`config.mk`:
```
export PLATFORM = sky130hd
export DESIGN_NAME = url_percent_decoder
export DESIGN_NICKNAME = d
export VERILOG_FILES = /design/src/design/upd_pkg.sv /design/src/design/url_percent_decoder.sv /design/src/design/upd_step.sv
export VERILOG_INCLUDE_DIRS = /design/src /design/src/design
export SDC_FILE = /design/constraint.sdc
export NUM_CORES = 1
export LEC_CHECK = 0
export BUFFER_PORTS_ARGS = -buffer_cell sky130_fd_sc_hd__clkbuf_2
export CORE_MARGIN = 1.5
export CORE_UTILIZATION = 50
export DETAILED_ROUTE_END_ITERATION = 10
export GPL_TIMING_DRIVEN = 0
export PLACE_DENSITY = 0.77
export SETUP_SLACK_MARGIN = 0.15
export SLEW_MARGIN = 20
export SYNTH_ARGS = -nofsm -noshare
export SYNTH_HDL_FRONTEND = slang
export SYNTH_SLANG_ARGS = --single-unit
```
`constraint.sdc`:
```
create_clock -name clk_i -period 2.16 [get_ports clk_i]
set_input_delay 0.324 -clock clk_i [delete_from_list [all_inputs] [get_ports clk_i]]
set_output_delay 0.324 -clock clk_i [all_outputs]
set_load 0.01 [all_outputs]
```
`src/design/url_percent_decoder_assert.svh`:
```
// Assertion macros for the URL percent decoder.
// Included by files that check their own logic; no other dependencies.
`ifndef URL_PERCENT_DECODER_ASSERT_SVH
`define URL_PERCENT_DECODER_ASSERT_SVH

`ifndef ASSERT_OFF
// Clocked check on clk_i, disabled while rst_ni is low.
`define UPD_ASSERT(lbl, prop, msg) \
  lbl: assert property (@(posedge clk_i) disable iff (!rst_ni) (prop)) else $error(msg);
// A condition that must never be true.
`define UPD_NEVER(lbl, cond, msg) \
  `UPD_ASSERT(lbl, !(cond), msg)
`else
`define UPD_ASSERT(lbl, prop, msg)
`define UPD_NEVER(lbl, cond, msg)
`endif

`endif

```
`src/design/upd_pkg.sv`:
```
// Shared types and character codes for the URL percent decoder.
// No dependencies; used by upd_step and url_percent_decoder.
package upd_pkg;

  localparam logic [7:0] ChPlus    = 8'h2B;
  localparam logic [7:0] ChPercent = 8'h25;
  localparam logic [7:0] ChSpace   = 8'h20;
  localparam logic [7:0] ChUpperA  = 8'h41;
  localparam logic [7:0] ChUpperZ  = 8'h5A;
  localparam logic [7:0] ChLowerA  = 8'h61;
  localparam logic [7:0] ChLowerZ  = 8'h7A;
  localparam logic [7:0] ChZero    = 8'h30;
  localparam logic [7:0] ChNine    = 8'h39;
  localparam logic [7:0] LetterBase = 8'd10;

  typedef enum logic [1:0] {
    PhIdle    = 2'd0,
    PhPercent = 2'd1,
    PhHigh    = 2'd2
  } phase_e;

  typedef struct packed {
    logic [7:0] data;
    logic       last;
  } res_t;

  typedef struct packed {
    logic [1:0] count;
    res_t       res0;
    res_t       res1;
    phase_e     phase;
    logic [5:0] high;
  } step_t;

endpackage

```
`src/design/url_percent_decoder.sv`:
```
// Top level of the URL percent decoder: state registers and a two-entry result buffer.
// Depends on upd_pkg, upd_step and url_percent_decoder_assert.svh.
//
//   channel  | direction | tdata          | tlast
//   s_axis   | in        | [7:0] in_byte  | in_last
//   m_axis   | out       | [7:0] out_byte | out_last
//
// One request is taken per cycle while ready; a request that completes a character
// puts its result on m_axis the next cycle. A percent flushed at the end of a text
// gives two results, so the input stalls while the result buffer holds both of them.
// Input readiness follows the result buffer: it is ready when the buffer is
// empty, or holds one result that is taken in the same cycle.
// Reset returns to the idle phase and empties the buffer.
`include "url_percent_decoder_assert.svh"

module url_percent_decoder (
  input  logic       clk_i,
  input  logic       rst_ni,
  input  logic       s_axis_tvalid_i,
  output logic       s_axis_tready_o,
  input  logic [7:0] s_axis_tdata_i,   // [7:0] in_byte
  input  logic       s_axis_tlast_i,
  output logic       m_axis_tvalid_o,
  input  logic       m_axis_tready_i,
  output logic [7:0] m_axis_tdata_o,   // [7:0] out_byte
  output logic       m_axis_tlast_o
);

  upd_pkg::phase_e phase_q, phase_d;
  logic [5:0]      high_q, high_d;
  logic [1:0]      cnt_q, cnt_d;
  upd_pkg::res_t   res0_q, res0_d, res1_q, res1_d;
  upd_pkg::step_t  step;
  logic            accept, pop;

  upd_step u_step (
    .phase_i (phase_q),
    .high_i  (high_q),
    .byte_i  (s_axis_tdata_i),
    .last_i  (s_axis_tlast_i),
    .step_o  (step)
  );

  assign s_axis_tready_o = (cnt_q == 2'd0) || (cnt_q == 2'd1 && m_axis_tready_i);
  assign accept          = s_axis_tvalid_i && s_axis_tready_o;
  assign pop             = (cnt_q != 2'd0) && m_axis_tready_i;

  assign m_axis_tvalid_o = (cnt_q != 2'd0);
  assign m_axis_tdata_o  = res0_q.data;
  assign m_axis_tlast_o  = res0_q.last;

  always_comb begin
    phase_d = phase_q;
    high_d  = high_q;
    cnt_d   = cnt_q;
    res0_d  = res0_q;
    res1_d  = res1_q;
    if (accept) begin
      // An accepted request always finds the buffer empty after this cycle's pop.
      phase_d = step.phase;
      high_d  = step.high;
      cnt_d   = step.count;
      res0_d  = step.res0;
      res1_d  = step.res1;
    end else if (pop) begin
      cnt_d  = cnt_q - 2'd1;
      res0_d = res1_q;
    end
  end

  always_ff @(posedge clk_i or negedge rst_ni) begin
    if (!rst_ni) begin
      phase_q <= upd_pkg::PhIdle;
      high_q  <= 6'd0;
      cnt_q   <= 2'd0;
    end else begin
      phase_q <= phase_d;
      high_q  <= high_d;
      cnt_q   <= cnt_d;
    end
  end

  always_ff @(posedge clk_i) begin
    res0_q <= res0_d;
    res1_q <= res1_d;
  end

  `UPD_NEVER(a_no_accept_when_full, cnt_q == 2'd2 && s_axis_tready_o, "accepted with full buffer")
  `UPD_ASSERT(a_last_returns_idle, accept && s_axis_tlast_i |=> phase_q == upd_pkg::PhIdle, "phase not idle after last")
  `UPD_ASSERT(a_flush_fills_two, accept && step.count == 2'd2 |=> cnt_q == 2'd2 && !res0_q.last && res1_q.last, "flush not buffered as two results")
  `UPD_ASSERT(a_pending_holds, cnt_q == 2'd2 && !m_axis_tready_i |=> cnt_q == 2'd2 && $stable(res1_q), "pending result lost")

endmodule

```
`src/design/upd_step.sv`:
```
// Combinational decode of one input byte against the held percent state.
// Depends on upd_pkg for types and character codes.
module upd_step (
  input  upd_pkg::phase_e phase_i,
  input  logic [5:0]      high_i,
  input  logic [7:0]      byte_i,
  input  logic            last_i,
  output upd_pkg::step_t  step_o
);

  function automatic logic [5:0] digit_value(input logic [7:0] c);
    logic [7:0] t;
    begin
      t = 8'd0;
      if (c inside {[upd_pkg::ChUpperA:upd_pkg::ChUpperZ]}) begin
        t = c - upd_pkg::ChUpperA + upd_pkg::LetterBase;
      end else if (c inside {[upd_pkg::ChLowerA:upd_pkg::ChLowerZ]}) begin
        t = c - upd_pkg::ChLowerA + upd_pkg::LetterBase;
      end else if (c inside {[upd_pkg::ChZero:upd_pkg::ChNine]}) begin
        t = c - upd_pkg::ChZero;
      end
      digit_value = t[5:0];
    end
  endfunction

  logic [7:0] plain;
  logic [5:0] digit;

  assign plain = (byte_i == upd_pkg::ChPlus) ? upd_pkg::ChSpace : byte_i;
  assign digit = digit_value(byte_i);

  always_comb begin
    step_o       = '0;
    step_o.phase = upd_pkg::PhIdle;
    step_o.high  = high_i;
    case (phase_i)
      upd_pkg::PhPercent: begin
        if (last_i) begin
          // Text ended one byte after the percent: flush it literally.
          step_o.count = 2'd2;
          step_o.res0  = '{data: upd_pkg::ChPercent, last: 1'b0};
          step_o.res1  = '{data: plain, last: 1'b1};
        end else begin
          step_o.high  = digit;
          step_o.phase = upd_pkg::PhHigh;
        end
      end
      upd_pkg::PhHigh: begin
        step_o.count = 2'd1;
        step_o.res0  = '{data: {high_i[3:0], 4'b0000} | {2'b00, digit}, last: last_i};
      end
      default: begin
        if (byte_i == upd_pkg::ChPercent && !last_i) begin
          step_o.phase = upd_pkg::PhPercent;
        end else begin
          step_o.count = 2'd1;
          step_o.res0  = '{data: plain, last: last_i};
        end
      end
    endcase
  end

endmodule
```
==> results.txt <==
outcome -> finished, final reports clean
logic gate share of total power -> 37.8%
RSZ-0062 raised after global routing -> true
pin count of the biggest net entering global routing -> 19
Unique masters post-synth -> 42
Sw Share -> 33.9%
core area -> 3100 um^2
crit path DAT -> 2.10 ns
number of buffers created by CTS -> 3
1st-iter DRT viols -> 72
clock power share -> 17.4%
CTS root buf -> clkbuf_4
WP data required -> 2.26 ns
Slew headroom -> 72.4%
Async S/R FF share, synth -> 30.8%
PortBufs -> 23
antenna violations before repair -> 0
Diodes inserted -> 0
layout cell share with drive strength beyond 1 -> 32.4%
post-route ant nets -> 0
top cells by count, synth -> 23 x nor2_1, 18 x edfxtp_1, 14 x inv_1
Post-synth EDFFs -> 18
max-slew violations -> 0
synth top area cells -> edfxtp_1 32%, dfrtp_1 12%, ha_1 9.0%
Initial Util -> 53.8%
CTS tree -> yes
DR WL/cell -> 16.1 um
Setup crit end kind -> flip-flop
Total Wirelength -> 4080 um
Setup Crit Path Kind -> in2reg
fillers -> 247
Die Ht -> 60.8 um
Synth Register Bits -> 26
Tmin final -> 2.00 ns
row count -> 20
Vias/cell -> 5.87
ys flop type -> edfxtp_1
Sw Pwr -> 0.556 mW
Yosys top cell by area -> edfxtp_1
Die Area -> 3690 um^2
GRT Overall Usage -> 24.5%
Critical Path Source Type -> primary input
syn avg cell area -> 9.70 um^2
register area share after synthesis -> 44.4%
internal power -> 1.08 mW
most frequent cell after synthesis -> nor2_1
Hold Crit Class -> in2async
CTS Sinks -> 26
vias in the first global route -> 1,442
measured slew at the worst slew-check pin -> 0.413 ns
YS warnings -> 0
hold_ws -> 0.357 ns
Post-Syn Area -> 1670 um^2
drt pass-1 iters -> 7
count of final hold-check violations -> 0
worst setup margin -> 0.155 ns
die width -> 60.8 um
max_cap viols -> 0
Leak Pwr -> 0.886 nW
fin crit share -> 92.8%
final setup vio count -> 0
register-to-register setup slack -> 0.23 ns
first-pass GRT wire length -> 6630 um
peak supply drop -> 216 uV
Layout Skew -> 0.00693 ns
Skew-Pair Late Insertion Delay -> 0.33 ns
worst-path fanout max -> 6
Post-route DRC -> 0
power density cells -> 770 nW/um^2
worst slack, placed -> -0.495 ns
nets -> 236
Mapped Nets -> 197
vias after detailed routing -> 1,491
total gr overflow -> 0
RR Startpoint -> cnt_q[1]$_DFFE_PN0P_
sequential share of power -> 44.9%
top achievable clock speed -> 0.499 GHz
clk slew on worst S/H paths -> 0.14 ns
Reg-to-Reg End -> m_axis_tdata_o[4]$_DFFE_PP_
# IOs -> 24
Layout area overhead -> 27.7%
CTS H-tree lvls -> 1
maximum buffer depth of the clock tree -> 2
Post-Syn Instances -> 172
area share of the largest cell type after synthesis -> 32.4%
R2R cell count -> 9
post-DP HPWL -> 3020 um
RePlAce Congestion -> 0.903
state kept, by name, indices dropped and copies added (netlist names):
register        count
cnt_q               2
high_q              4
m_axis_tdata_o      8
m_axis_tlast_o      1
phase_q             2
res1_q              9
cell type report:
cell class,count,area (um^2),share of cell area (%)
Sequential cell,26,741,34.8
Tap cell,44,55.1,2.58
Inverter,14,67.6,3.17
Buffer,5,27.5,1.29
Multi-Input combinational cell,127,962,45.2
Timing Repair Buffer,34,230,10.8
Clock buffer,4,47.5,2.23
critical path, cell delays in order:
cell and delay [ns]:
clkbuf_16 0.12, inv_12 0.04, ha_4 0.14, or4b_4 0.52, o211ai_4 0.22, o22ai_4 0.14
a2111oi_4 0.33, a2bb2oi_2 0.21, nor2_1 0.05
through the flow:
step | setup TNS [ns] | area, um^2 | utilization (%) | power (mW) | instances
floorplan | 0 | 1710 | - | 1.09 | 172
global placement | -1.88 | 1880 | 60.6 | 1.26 | 239
detailed placement | -2.79 | 1880 | 60.6 | 1.29 | 239
CTS | 0 | 2060 | 66.4 | 1.60 | 250
global route | 0 | 2130 | 68.7 | 1.74 | 254
finish | 0 | 2130 | 68.7 | 1.64 | 254
power by group through the flow:
stage	Sequential, mW	Combinational (mW)	Clock [mW]
2_1_floorplan	0.773	0.314	0
3_3_place_gp	0.742	0.514	0
3_5_place_dp	0.752	0.534	0
4_1_cts	0.741	0.573	0.285
5_1_grt	0.750	0.693	0.301
6_report	0.736	0.619	0.285
timing repair:
action	CTS	global route
setup buffers	6	4
hold buffers	1	0
pin swaps	6	6
endpoints found under the hold margin	8	0
setup endpoints to repair	19	20
resized for setup	15	15
cell usage in the layout, fill, tap and decap left out, types with 5 or more instances in the layout:
master,Yosys,final
nor2_1,23,23
edfxtp_1,18,18
clkbuf_2,0,23
nor3_1,6,5
ha_1,12,8
buf_4,0,11
dfrtp_1,8,8
o21ai_0,12,11
inv_1,14,12
nand2_1,13,12
a21oi_1,9,8
nand3_1,5,5
per-layer routing:
layer | global-route usage [%] | routed length [um] | vias to the layer above
met5 | 0 | 0 | -
met4 | 9.94 | 81 | 0
met3 | 3.20 | 326 | 8
met2 | 41.6 | 2080 | 88
met1 | 31.5 | 1590 | 691
li1 | - | - | 704
how the worst max path moves through the flow:
stage                                 start                           to  slack (ns)  cells after the start
after floorplan           s_axis_tdata_i[1]  m_axis_tdata_o[4]$_DFFE_PP_        0.08                      8
after global placement    s_axis_tdata_i[1]  m_axis_tdata_o[4]$_DFFE_PP_       -0.43                      9
after detailed placement  s_axis_tdata_i[1]  m_axis_tdata_o[4]$_DFFE_PP_       -0.49                      9
after CTS                 s_axis_tdata_i[0]  m_axis_tdata_o[4]$_DFFE_PP_        0.09                      8
after global routing      s_axis_tdata_i[1]  m_axis_tdata_o[4]$_DFFE_PP_        0.13                      9
final                     s_axis_tdata_i[1]  m_axis_tdata_o[4]$_DFFE_PP_        0.16                      9
cells by family after synthesis:
family,share of synthesized area [%]
adders and majority gates,9.00
and+or+nand+nor,18.8
muxes,2.02
xor gates and xnor gates,1.05
AOI/OAI and AO/OA,20.3
buffers and inverters,4.42
DFF,44.4
Power figures use the tool's default switching activity.
